===== config.mk =====
export PLATFORM = sky130hd
export DESIGN_NAME = base64_stream_decoder_core_flat
export DESIGN_NICKNAME = d
export VERILOG_FILES = /design/src/rtl/b64d_pkg.sv /design/src/rtl/b64d_if.sv /design/src/rtl/b64d_front.sv /design/src/rtl/b64d_fifo.sv /design/src/rtl/b64d_back.sv /design/src/rtl/base64_stream_decoder_core.sv /design/src/flat_wrapper.sv
export SDC_FILE = /design/constraint.sdc
export NUM_CORES = 1
export LEC_CHECK = 0
export CORE_MARGIN = 1.5
export CORE_UTILIZATION = 26
export DETAILED_ROUTE_END_ITERATION = 7
export DONT_BUFFER_PORTS = 1
export REMOVE_ABC_BUFFERS = 1
export SLEW_MARGIN = 10
export SYNTH_ARGS = -nofsm -noshare
export SYNTH_HDL_FRONTEND = slang
export SYNTH_HIERARCHICAL = 1
export SYNTH_SLANG_ARGS = --single-unit

===== constraint.sdc =====
create_clock -name clk -period 3.35 [get_ports clk]
set_input_delay 0.1675 -clock clk [delete_from_list [all_inputs] [get_ports clk]]
set_output_delay 0.1675 -clock clk [all_outputs]
set_load 0.02 [all_outputs]

===== src/rtl/b64d_pkg.sv =====
`timescale 1ns / 1ps
// shared types, constants and the character table of the base64 stream decoder
// no dependencies
package b64d_pkg;

	localparam logic [7:0] PAD_CHAR    = 8'h3D;
	localparam logic [5:0] SEXTET_62   = 6'd62;
	localparam logic [5:0] SEXTET_63   = 6'd63;
	localparam logic [7:0] BYTE_MASK   = 8'hFF;
	localparam int         FIFO_DEPTH  = 4;
	localparam int         FIFO_AW     = 2;
	localparam int         PADDR_W     = 2;
	localparam int         TOTAL_W     = 16;
	localparam logic [PADDR_W-1:0] ADDR_MAX_OUTPUT = 2'd0;
	localparam logic [15:0] MAX_OUTPUT_RESET = 16'hFFFF;

	// one decoded group: up to three bytes, how many of them count, and end of string
	typedef struct packed {
		logic [7:0] b0;
		logic [7:0] b1;
		logic [7:0] b2;
		logic [1:0] cnt;
		logic       last;
	} b64d_entry_t;

	function automatic logic [5:0] sextet_of(input logic [7:0] c);
		logic [5:0] s;
		s = 6'd0;
		if (c >= 8'h41 && c <= 8'h5A) begin
			s = 6'(c - 8'h41);
		end else if (c >= 8'h61 && c <= 8'h7A) begin
			s = 6'(c - 8'h61 + 8'd26);
		end else if (c >= 8'h30 && c <= 8'h39) begin
			s = 6'(c - 8'h30 + 8'd52);
		end else if (c == 8'h2B || c == 8'h2D || c == 8'h2E) begin
			s = SEXTET_62;
		end else if (c == 8'h2C || c == 8'h2F || c == 8'h5F) begin
			s = SEXTET_63;
		end
		return s;
	endfunction

endpackage


===== src/rtl/b64d_if.sv =====
`timescale 1ns / 1ps
// channel interfaces of the base64 stream decoder: characters in, bytes out
// no dependencies
interface b64d_in_if;
	logic       valid;
	logic       ready;
	logic [7:0] char_in;
	logic       is_last;
	modport source(output valid, char_in, is_last, input ready);
	modport sink(input valid, char_in, is_last, output ready);
endinterface

interface b64d_out_if;
	logic        valid;
	logic        ready;
	logic [7:0]  byte_out;
	logic        byte_valid;
	logic        end_of_run;
	logic        overflow;
	logic [15:0] total_length;
	modport source(output valid, byte_out, byte_valid, end_of_run, overflow, total_length,
		input ready);
	modport sink(input valid, byte_out, byte_valid, end_of_run, overflow, total_length,
		output ready);
endinterface


===== src/rtl/b64d_front.sv =====
`timescale 1ns / 1ps
// front end: takes characters, maps them to sextets and packs groups of bytes
// depends on b64d_pkg and b64d_in_if
module b64d_front (
	input  logic                 clk,
	input  logic                 arst_n,
	b64d_in_if.sink              din,
	input  logic                 full,
	output logic                 push,
	output b64d_pkg::b64d_entry_t entry
);

	logic [17:0] acc_q;
	logic [1:0]  pos_q;
	logic        pad3_q;
	logic [23:0] acc24;
	logic [23:0] n;
	logic        is_pad;
	logic        take;
	logic [1:0]  cnt;

	assign din.ready = !full;
	assign take      = din.valid && !full;
	assign is_pad    = (din.char_in == b64d_pkg::PAD_CHAR);
	assign acc24     = {acc_q, b64d_pkg::sextet_of(din.char_in)};

	// left-align the open group so missing sextets read as zero
	always_comb begin
		case (pos_q)
			2'd0:    n = {acc24[5:0], 18'd0};
			2'd1:    n = {acc24[11:0], 12'd0};
			2'd2:    n = {acc24[17:0], 6'd0};
			default: n = acc24;
		endcase
	end

	always_comb begin
		cnt = 2'd0;
		if (!din.is_last) begin
			if (pos_q == 2'd3) cnt = 2'd3;
		end else begin
			case (pos_q)
				2'd3:    cnt = !is_pad ? 2'd3 : (!pad3_q ? 2'd2 : 2'd1);
				2'd2:    cnt = !is_pad ? 2'd2 : 2'd1;
				default: cnt = 2'd1;
			endcase
		end
	end

	assign push       = take && (cnt != 2'd0);
	assign entry.b0   = n[23:16] & b64d_pkg::BYTE_MASK;
	assign entry.b1   = n[15:8];
	assign entry.b2   = n[7:0];
	assign entry.cnt  = cnt;
	assign entry.last = din.is_last;

	always_ff @(posedge clk or negedge arst_n) begin
		if (!arst_n) begin
			acc_q  <= '0;
			pos_q  <= '0;
			pad3_q <= 1'b0;
		end else if (take) begin
			if (din.is_last || pos_q == 2'd3) begin
				acc_q  <= '0;
				pos_q  <= '0;
				pad3_q <= 1'b0;
			end else begin
				if (pos_q == 2'd2) pad3_q <= is_pad;
				acc_q <= acc24[17:0];
				pos_q <= pos_q + 2'd1;
			end
		end
	end

endmodule


===== src/rtl/b64d_fifo.sv =====
`timescale 1ns / 1ps
// short queue of decoded groups between front and back end
// depends on b64d_pkg
module b64d_fifo (
	input  logic                  clk,
	input  logic                  arst_n,
	input  logic                  push,
	input  b64d_pkg::b64d_entry_t wdata,
	output logic                  full,
	input  logic                  pop,
	output b64d_pkg::b64d_entry_t rdata,
	output logic                  empty
);

	b64d_pkg::b64d_entry_t        mem_q [b64d_pkg::FIFO_DEPTH];
	logic [b64d_pkg::FIFO_AW-1:0] wptr_q;
	logic [b64d_pkg::FIFO_AW-1:0] rptr_q;
	logic [b64d_pkg::FIFO_AW:0]   fill_q;

	assign full  = (fill_q == (b64d_pkg::FIFO_AW+1)'(b64d_pkg::FIFO_DEPTH));
	assign empty = (fill_q == '0);
	assign rdata = mem_q[rptr_q];

	always_ff @(posedge clk) begin
		if (push) mem_q[wptr_q] <= wdata;
	end

	always_ff @(posedge clk or negedge arst_n) begin
		if (!arst_n) begin
			wptr_q <= '0;
			rptr_q <= '0;
			fill_q <= '0;
		end else begin
			if (push) wptr_q <= wptr_q + 1'b1;
			if (pop)  rptr_q <= rptr_q + 1'b1;
			case ({push, pop})
				2'b10:   fill_q <= fill_q + 1'b1;
				2'b01:   fill_q <= fill_q - 1'b1;
				default: fill_q <= fill_q;
			endcase
		end
	end

endmodule


===== src/rtl/b64d_back.sv =====
`timescale 1ns / 1ps
// back end: sends queued bytes one per cycle while the output is ready, counts them and flags overflow
// depends on b64d_pkg and b64d_out_if
module b64d_back #(
	parameter int COUNT_BITS = 16
) (
	input  logic                  clk,
	input  logic                  arst_n,
	input  logic [15:0]           max_output,
	input  b64d_pkg::b64d_entry_t head,
	input  logic                  empty,
	output logic                  pop,
	b64d_out_if.source            dout
);

	localparam int CW = (COUNT_BITS > b64d_pkg::TOTAL_W) ? COUNT_BITS : b64d_pkg::TOTAL_W;
	localparam logic [COUNT_BITS-1:0] CMAX = {COUNT_BITS{1'b1}};

	logic [COUNT_BITS-1:0] count_q;
	logic                  ovf_q;
	logic [1:0]            idx_q;
	logic                  out_valid_q;
	logic [7:0]            byte_q;
	logic                  bvalid_q;
	logic                  eor_q;
	logic                  ovf_out_q;
	logic [15:0]           total_q;

	logic                  load;
	logic [7:0]            sel_byte;
	logic                  last_byte;
	logic                  ok;
	logic [COUNT_BITS-1:0] count_next;
	logic                  ovf_next;
	logic                  fin;
	logic [CW-1:0]         count_ext;

	assign load      = !empty && (!out_valid_q || dout.ready);
	assign last_byte = (idx_q == head.cnt - 2'd1);
	assign pop       = load && last_byte;
	assign fin       = head.last && last_byte;

	always_comb begin
		case (idx_q)
			2'd0:    sel_byte = head.b0;
			2'd1:    sel_byte = head.b1;
			default: sel_byte = head.b2;
		endcase
	end

	// a byte is marked valid only while the count stays under the limit and the counter width
	assign ok         = (CW'(count_q) < CW'(max_output)) && (count_q != CMAX);
	assign count_next = ok ? count_q + 1'b1 : count_q;
	assign ovf_next   = ovf_q | !ok;
	assign count_ext  = CW'(count_next);

	always_ff @(posedge clk or negedge arst_n) begin
		if (!arst_n) begin
			count_q     <= '0;
			ovf_q       <= 1'b0;
			idx_q       <= '0;
			out_valid_q <= 1'b0;
		end else begin
			if (load) begin
				count_q     <= fin ? '0 : count_next;
				ovf_q       <= fin ? 1'b0 : ovf_next;
				idx_q       <= last_byte ? 2'd0 : idx_q + 2'd1;
				out_valid_q <= 1'b1;
			end else if (dout.ready) begin
				out_valid_q <= 1'b0;
			end
		end
	end

	always_ff @(posedge clk) begin
		if (load) begin
			byte_q    <= ok ? sel_byte : 8'd0;
			bvalid_q  <= ok;
			eor_q     <= fin;
			ovf_out_q <= fin && ovf_next;
			total_q   <= (fin && !ovf_next) ? count_ext[15:0] : 16'd0;
		end
	end

	assign dout.valid        = out_valid_q;
	assign dout.byte_out     = byte_q;
	assign dout.byte_valid   = bvalid_q;
	assign dout.end_of_run   = eor_q;
	assign dout.overflow     = ovf_out_q;
	assign dout.total_length = total_q;

endmodule


===== src/rtl/base64_stream_decoder_core.sv =====
`timescale 1ns / 1ps
// top level of the base64 stream decoder: register port, front end, queue, back end
// depends on b64d_pkg, b64d_if, b64d_front, b64d_fifo and b64d_back
// Takes one character per cycle while the queue is not full and sends decoded
// bytes one per cycle while the output is ready; a group of four characters
// gives three bytes. The front end packs each group as its last character is
// taken; the back end emits one byte a cycle from a four-entry queue, and that
// single output port sets the byte rate. Each byte passes the queue and the
// output register. Each output transaction carries one byte; the final one of
// a string has end_of_run set with the overflow flag and total length. Bytes past
// max_output (register at address 0, reset 65535) come out with byte_valid low.
module base64_stream_decoder_core #(
	parameter int COUNT_BITS = 16
) (
	input  logic                           clk,
	input  logic                           arst_n,
	input  logic                           psel,
	input  logic                           penable,
	input  logic                           pwrite,
	input  logic [b64d_pkg::PADDR_W-1:0]   paddr,
	input  logic [31:0]                    pwdata,
	output logic [31:0]                    prdata,
	output logic                           pready,
	b64d_in_if.sink                        din,
	b64d_out_if.source                     dout
);

	logic [15:0]           max_output_q;
	logic                  full;
	logic                  empty;
	logic                  push;
	logic                  pop;
	b64d_pkg::b64d_entry_t wentry;
	b64d_pkg::b64d_entry_t head;

	assign pready = 1'b1;
	assign prdata = (paddr == b64d_pkg::ADDR_MAX_OUTPUT) ? {16'd0, max_output_q} : 32'd0;

	always_ff @(posedge clk or negedge arst_n) begin
		if (!arst_n) begin
			max_output_q <= b64d_pkg::MAX_OUTPUT_RESET;
		end else if (psel && penable && pwrite && paddr == b64d_pkg::ADDR_MAX_OUTPUT) begin
			max_output_q <= pwdata[15:0];
		end
	end

	b64d_front u_front (
		.clk   (clk),
		.arst_n(arst_n),
		.din   (din),
		.full  (full),
		.push  (push),
		.entry (wentry)
	);

	b64d_fifo u_fifo (
		.clk   (clk),
		.arst_n(arst_n),
		.push  (push),
		.wdata (wentry),
		.full  (full),
		.pop   (pop),
		.rdata (head),
		.empty (empty)
	);

	b64d_back #(
		.COUNT_BITS(COUNT_BITS)
	) u_back (
		.clk       (clk),
		.arst_n    (arst_n),
		.max_output(max_output_q),
		.head      (head),
		.empty     (empty),
		.pop       (pop),
		.dout      (dout)
	);

endmodule

===== src/flat_wrapper.sv =====
// flat-port wrapper written by rule: the top's interface ports become plain ports
module base64_stream_decoder_core_flat 
#(
	parameter int COUNT_BITS = 16
)
  (clk, arst_n, psel, penable, pwrite, paddr, pwdata, prdata, pready, din_valid, din_char_in, din_is_last, din_ready, dout_valid, dout_byte_out, dout_byte_valid, dout_end_of_run, dout_overflow, dout_total_length, dout_ready);
  b64d_in_if din_i ();
  b64d_out_if dout_i ();
  input  logic clk;
  input  logic arst_n;
  input  logic psel;
  input  logic penable;
  input  logic pwrite;
  input  logic [b64d_pkg::PADDR_W-1:0] paddr;
  input  logic [31:0] pwdata;
  output logic [31:0] prdata;
  output logic pready;
  input wire logic [$bits(din_i.valid)-1:0] din_valid;
  input wire logic [$bits(din_i.char_in)-1:0] din_char_in;
  input wire logic [$bits(din_i.is_last)-1:0] din_is_last;
  output wire logic [$bits(din_i.ready)-1:0] din_ready;
  output wire logic [$bits(dout_i.valid)-1:0] dout_valid;
  output wire logic [$bits(dout_i.byte_out)-1:0] dout_byte_out;
  output wire logic [$bits(dout_i.byte_valid)-1:0] dout_byte_valid;
  output wire logic [$bits(dout_i.end_of_run)-1:0] dout_end_of_run;
  output wire logic [$bits(dout_i.overflow)-1:0] dout_overflow;
  output wire logic [$bits(dout_i.total_length)-1:0] dout_total_length;
  input wire logic [$bits(dout_i.ready)-1:0] dout_ready;
  assign din_i.valid = din_valid;
  assign din_i.char_in = din_char_in;
  assign din_i.is_last = din_is_last;
  assign din_ready = din_i.ready;
  assign dout_valid = dout_i.valid;
  assign dout_byte_out = dout_i.byte_out;
  assign dout_byte_valid = dout_i.byte_valid;
  assign dout_end_of_run = dout_i.end_of_run;
  assign dout_overflow = dout_i.overflow;
  assign dout_total_length = dout_i.total_length;
  assign dout_i.ready = dout_ready;
  base64_stream_decoder_core #(.COUNT_BITS(COUNT_BITS)) u_core (.clk(clk), .arst_n(arst_n), .psel(psel), .penable(penable), .pwrite(pwrite), .paddr(paddr), .pwdata(pwdata), .prdata(prdata), .pready(pready), .din(din_i), .dout(dout_i));
endmodule

### Yosys cells after proc, flatten, opt, wreduce, memory -nomap -nowiden

Memory sizes are Yosys's and may differ from the RTL's.
Cells that the tools add are included.

| cells by class | value |
|---|---|
| reduce and logical (&&, ||, !) cells | 34 |
| bitwise operators | 1 |
| equality and inequality tests | 16 |
| add/sub/neg operators | 13 |
| order comparisons | 7 |
| mux-type cells | 27 |

Operators with widths:

| operator | count |
|---|---|
| 24-bit one-hot mux with 3 select lines | 1 |
| 8-bit by 6-bit equality test with 1-bit output, second input constant | 6 |
| 16-bit 2-to-1 mux | 3 |
| 6-bit 2-to-1 mux | 5 |
| 18-bit 2-to-1 mux | 1 |
| 16-bit by 1-bit adder with 16-bit output, second input constant | 1 |
| 8-bit by 7-bit greater-or-equal comparator with 1-bit output, second input constant | 2 |
| 8-bit by 7-bit <= comparator with 1-bit output, second input constant | 2 |
| 16-bit less-than comparator | 1 |
| 16-bit != test, second input constant | 1 |
| 8-bit one-hot mux with 2 select lines | 1 |
| 1-bit logical AND | 14 |
| 2-bit 2-to-1 mux | 7 |
| 6-bit subtractor, second input constant | 2 |
| 2-bit by 1-bit adder with 2-bit output, second input constant | 4 |
| 8-bit by 7-bit equality test with 1-bit output, second input constant | 1 |
| 8-bit by 6-bit greater-or-equal comparator with 1-bit output, second input constant | 1 |
| 8-bit by 6-bit <= comparator with 1-bit output, second input constant | 1 |
| 2-bit nonzero test | 4 |
| 1-bit 2-to-1 mux | 7 |
| 6-bit by 5-bit adder with 6-bit output, second input constant | 1 |
| 6-bit adder, second input constant | 1 |
| 2-bit by 1-bit equality test with 1-bit output, second input constant | 3 |
| 2-bit equality test, second input constant | 3 |
| other kinds (14) | 25 |

| word-level totals | value |
|---|---|
| memory bits (writable) | 108 |
| register bits after elaboration | 91 |
| memories | 1 |
| bits of input ports | 50 |
| word-level logic and storage cells | 115 |
| output and inout bits | 62 |

Memory list:

| name | depth | bits a word | read ports | clocked after memory_dff | wr ports | line | source |
|---|---|---|---|---|---|---|---|
| u_core.u_fifo.mem_q | 4 | 27 | 1 | 0 | 1 | b64d_fifo.sv:15 | `b64d_pkg::b64d_entry_t mem_q [b64d_pkg::FIFO_DEPTH];` |

### Logic depth before layout (Yosys ltp)

| depth | value |
|---|---|
| word-level depth | 9 |
| mapped depth | 13 |
| mapped depth without buffers | 12 |

### Modules after synthesis

Netlist, hierarchy kept.

By module, submodules not included:

| module | cells each | times used | sequential area each (µm²) | area an instance (µm²) |
|---|---|---|---|---|
| b64d_fifo | 178 | 1 | 3418.3 | 4302.9 |
| b64d_back | 324 | 1 | 1311.3 | 2971.6 |
| b64d_front | 235 | 1 | 525.5 | 2004.4 |
| base64_stream_decoder_core | 72 | 1 | 420.4 | 930.9 |

### Worst setup path after synthesis

OpenSTA, ideal clock, no wires.

| timing path | value |
|---|---|
| kind | register to register |
| start | register u_core/u_fifo/rptr_q[0] in the netlist's numbering |
| end | register u_core.u_back.total_q[9], in the netlist u_core/u_back/dout.total_length[9], data pin |
| arrival time | 2744 ps |
| setup slack | 467 ps |
| clock period less this slack | 2883 ps |
| data required time | 3211 ps |
| cell stages (with the launch flop) | 10 |
| cells stage by stage | dfrtp_1 > buf_6 > buf_12 > mux4_2 > xnor2_1 > mux2_2 > or4_1 > buf_2 > buf_6 > nor2_1 |

RTL lines:

| what | line | source |
|---|---|---|
| from (decl) | b64d_fifo.sv:17 | `logic [b64d_pkg::FIFO_AW-1:0] rptr_q;` |
| from (signal assigned) | b64d_fifo.sv:35 | `if (pop) rptr_q <= rptr_q + 1'b1;` |
| to (signal assigned) | b64d_back.sv:81 | `total_q <= (fin && !ovf_next) ? count_ext[15:0] : 16'd0;` |
| to (decl) | b64d_back.sv:27 | `logic [15:0] total_q;` |

==> results.yml <==
status:
  status: "finished, final reports clean"
grt:
  overflow: 0
  grt_util_all_layers_pct: 10.91
  antenna_found_initial: 0
  first_pass_grt_wire_length_um: 34850
  grt_max_degree: 65
  vias_in_the_first_global_route: 6108
cells_and_area:
  n_fill_cell: 3937
  area_of_the_multi_input_gates_um2: 4056
  non_filler_cells_final: 1349
  drive_gt1_share_pct: 14.08
  layout-area-overhead-vs-synth_pct: 13.04
  antenna-diode-count: 0
  nNetsFinal: 908
  final-seq-area_um2: 5677
  most-common-layout-cells: "135 x sky130_fd_sc_hd__edfxtp_1, 66 x sky130_fd_sc_hd__nand2_1, 47 x sky130_fd_sc_hd__dfrtp_1, 41 x sky130_fd_sc_hd__nor2_1, 39 x sky130_fd_sc_hd__ha_1"
  most_common_cell_after_layout_fill_and_taps_aside: "sky130_fd_sc_hd__edfxtp_1"
power_and_ir_drop:
  p_int_mw: 5.485
  p_sw_share_pct: 37.42
  vdd.ir_drop.worst_uv: 399.5
  total_leakage_power_nw: 4.309
  power.density_cell_area_nw_per_um2: 759.4
  p_seq_share_pct: 43.2
  fin_total_pwr_mw: 8.765
  combPwrFrac_pct: 31.4
  p_clk_share_pct: 25.4
  p_switching_mw: 3.280
detailed_routing:
  detailedRoute.firstPassIterationCount: 5
  drt_drc_violations_left: 0
  vias: 6402
  drt_wl_total_um: 22200
  drt-initial-drc-count: 523
  ant_nets: 0
  avgRoutedWirePerCell_um: 16.45
  route.detailed.vias_per_inst: 4.746
floorplan:
  floorplan.initialDensity_pct: 26.36
  die-height_um: 201.2
  die_width_um: 201.2
  placement_rows: 72
  placeableCoreArea_um2: 38740
  die-area_um2: 40470
  pin_count: 112
sta:
  tightest_slew_margin_relative_to_the_limit_pct: 45.28
  clock_skew_ps: 22.87
  max_slew.worst_pin.slew_ps: 819.2
  final_max_slew_viol_count: 0
  layout_worst_path_cycle_share_pct: 89.78
  grt_setup_unrepaired: "no"
  finalSetupViolCount: 0
  number_of_hold_slack_violations_in_the_final_timing_report: 0
  period_minus_slack_ps: 3008
  max_clock_freq_mhz: 332.5
critical_path:
  startpoint_type_of_the_worst_setup_path: "register"
  cp_max_fo: 27
  regToRegStartpoint: "u_core/u_fifo/rptr_q[0]"
  worst-setup-path-type: "register to register"
  reg2reg_setup_slack_ps: 340
  crit_path_start: "u_core/u_fifo/rptr_q[0]"
  cp.arrival_ps: 3360
  endpoint_kind: "register"
  depth_of_the_worst_register_to_register_path: 7
  regToRegEndpoint: "u_core/u_back/count_q[8]"
  worstPathRequired_ps: 3700
  worst_setup_path_endpoint: "u_core/u_back/count_q[8]"
placement:
  port-buffer-count: 0
  dp_hpwl_um: 14840
  place.detailed.instances: 1296
  globalplace.congestion: 0.8263
synth:
  synthFlopType: "sky130_fd_sc_hd__edfxtp_1"
  synth_async_sr_flop_share_pct: 32.16
  mappedNetlistArea_um2: 10210
  synth_edf_count: 135
  yosysSeqAreaShare_pct: 55.59
  syn_avg_cell_area_um2: 12.62
  synthDistinctLibCells: 78
  post_synthesis_cells: 809
  flip_flop_and_latch_count_after_synthesis: 199
  yosysWarnings: 6
clock_tree:
  ctsHtreeMaxLevel: 4
  post_cts.resized_instances: 0
  worst_skew_pair.late_latency_ps: 450
  cts-buffers-inserted: 17
  post_cts_buffers: 0
  cts_hold_repair.buffers: 21
  tritoncts_num_sinks: 199
  clock_tree.root_cell: "sky130_fd_sc_hd__clkbuf_16"
  cts.clk_slew.worst_paths_ps: 90
  cts_tree: "yes"
  max-clock-path-buffers: 2
run:
  maxCapViolations: 0
min_path:
  holdCritPathClass: "primary input to register"
-- kinds of logic (layout without fill, tap and decap cells) --
logic type | after synthesis | after routing | synth area share, %
muxes | 49 | 49 | 8.725
AOI/OAI and AO/OA | 158 | 158 | 11.37
and+or+nand+nor | 238 | 238 | 12.23
xor gates and xnor gates | 21 | 21 | 1.802
adders and majority gates | 40 | 40 | 4.976
DFF | 199 | 199 | 55.59
other | 2 | 17 | 0.07356
buffers and inverters | 102 | 109 | 5.233
-- sequential cells by signal (all words and copies together) (netlist names), 2 cells and up --
signal	count
u_core/u_back/dout.total_length	16
u_core/u_back/dout.byte_out	8
u_core/u_back/count_q	16
u_core/u_front/pos_q	2
u_core/u_fifo/mem_q	108
u_core/u_fifo/rptr_q	2
u_core/u_fifo/wptr_q	2
u_core/u_back/idx_q	2
u_core/u_fifo/fill_q	3
u_core/max_output_q	16
u_core/u_front/acc_q	18
-- area by class of cell --
type	instances	area share, %
Timing Repair Buffer	37	3.014
Clock buffer	17	3.686
Tap cell	518	5.616
Multi-Input combinational cell	523	35.15
Sequential cell	199	49.19
Inverter	40	1.301
Clock inverter	15	2.049
-- synth_stat cells, types with 5 or more instances --
| cell | instances | share of area (%) |
|---|---|---|
| sky130_fd_sc_hd__edfxtp_1 | 135 | 40 |
| sky130_fd_sc_hd__nand2_1 | 66 | 2.4 |
| sky130_fd_sc_hd__dfrtp_1 | 48 | 12 |
| sky130_fd_sc_hd__nor2_1 | 41 | 1.5 |
| sky130_fd_sc_hd__ha_1 | 39 | 4.8 |
| sky130_fd_sc_hd__inv_1 | 38 | 1.4 |
| sky130_fd_sc_hd__and2_1 | 27 | 1.7 |
| sky130_fd_sc_hd__a22o_1 | 26 | 2.2 |
| sky130_fd_sc_hd__mux4_2 | 26 | 5.7 |
| sky130_fd_sc_hd__nand3_1 | 24 | 1.2 |
| sky130_fd_sc_hd__o21ai_0 | 24 | 1.2 |
| sky130_fd_sc_hd__a21oi_1 | 23 | 1.1 |
| sky130_fd_sc_hd__clkbuf_1 | 21 | 0.77 |
| sky130_fd_sc_hd__buf_4 | 20 | 1.5 |
| sky130_fd_sc_hd__nor3_1 | 17 | 0.83 |
| sky130_fd_sc_hd__dfstp_2 | 16 | 4.1 |
| sky130_fd_sc_hd__xor2_1 | 13 | 1.1 |
| sky130_fd_sc_hd__a22oi_1 | 12 | 0.88 |
| sky130_fd_sc_hd__buf_2 | 11 | 0.54 |
| sky130_fd_sc_hd__mux2_4 | 10 | 1.5 |
| sky130_fd_sc_hd__and3_1 | 9 | 0.55 |
| sky130_fd_sc_hd__a21o_1 | 8 | 0.59 |
| sky130_fd_sc_hd__xnor2_1 | 8 | 0.69 |
| sky130_fd_sc_hd__a221o_1 | 7 | 0.69 |
| sky130_fd_sc_hd__nand2b_1 | 7 | 0.43 |
| sky130_fd_sc_hd__nor2b_1 | 7 | 0.43 |
| sky130_fd_sc_hd__a31oi_1 | 6 | 0.37 |
| sky130_fd_sc_hd__mux2_1 | 6 | 0.66 |
| sky130_fd_sc_hd__nand4_1 | 6 | 0.37 |
| sky130_fd_sc_hd__or4_1 | 6 | 0.44 |
| sky130_fd_sc_hd__mux2i_1 | 5 | 0.49 |
| sky130_fd_sc_hd__nand3b_1 | 5 | 0.37 |
| sky130_fd_sc_hd__o211ai_1 | 5 | 0.37 |
-- critical path: stages, from the launching register on --
cell	delay, ps
sky130_fd_sc_hd__dfrtp_2	400
sky130_fd_sc_hd__buf_4	450
sky130_fd_sc_hd__mux4_2	590
sky130_fd_sc_hd__nand3b_1	100
sky130_fd_sc_hd__mux2_2	330
sky130_fd_sc_hd__nand2_1	320
sky130_fd_sc_hd__or4_1	550
sky130_fd_sc_hd__o211ai_1	160
-- metal layers --
metal  vias up  share of wire [%]  global-route usage [%]
met4         0               0.57                   2.282
met3         9                4.3                   2.365
met1      3215                 46                   14.72
met2       156                 49                   18.01
met5         -                  0                       0
li1       3022                  -                       -
-- power by group through the flow --
stage,clock network [mW],logic [mW],registers [mW]
final,2.22,2.75,3.79
after global routing,2.38,3.07,3.85
after floorplan,0,1.92,3.82
after CTS,2.29,2.79,3.79
after detailed placement,0,2.73,3.85
after global placement,0,2.70,3.83
-- worst min path at each step --
stage                      startpoint                        end  slack [ps]  cells after the start
after detailed placement       arst_n  u_core/u_back/count_q[12]        -120                      0
after global placement         arst_n   u_core/u_back/dout.valid        -130                      0
after CTS                 din_is_last    u_core/u_front/pos_q[0]          10                      3
final                     din_is_last    u_core/u_front/acc_q[3]          20                      3
after global routing      din_is_last    u_core/u_front/acc_q[3]          30                      3
after floorplan                arst_n   u_core/u_back/count_q[0]        -130                      0
-- metrics by stage --
stage          cell area [um2]  TNS [ps]  setup slack [ps]  util, %  hold slack [ps]
2_1_floorplan             9882     -5970            -359.0        -           -128.1
3_3_place_gp             10650         0             334.2    27.50           -125.3
3_5_place_dp             10650         0             324.8    27.50           -124.6
4_1_cts                  11540         0             285.5    29.79            10.21
5_1_grt                  11540         0             102.4    29.79            30.53
6_report                 11540         0             342.2    29.79            15.82
Power figures use the tool's default switching activity.
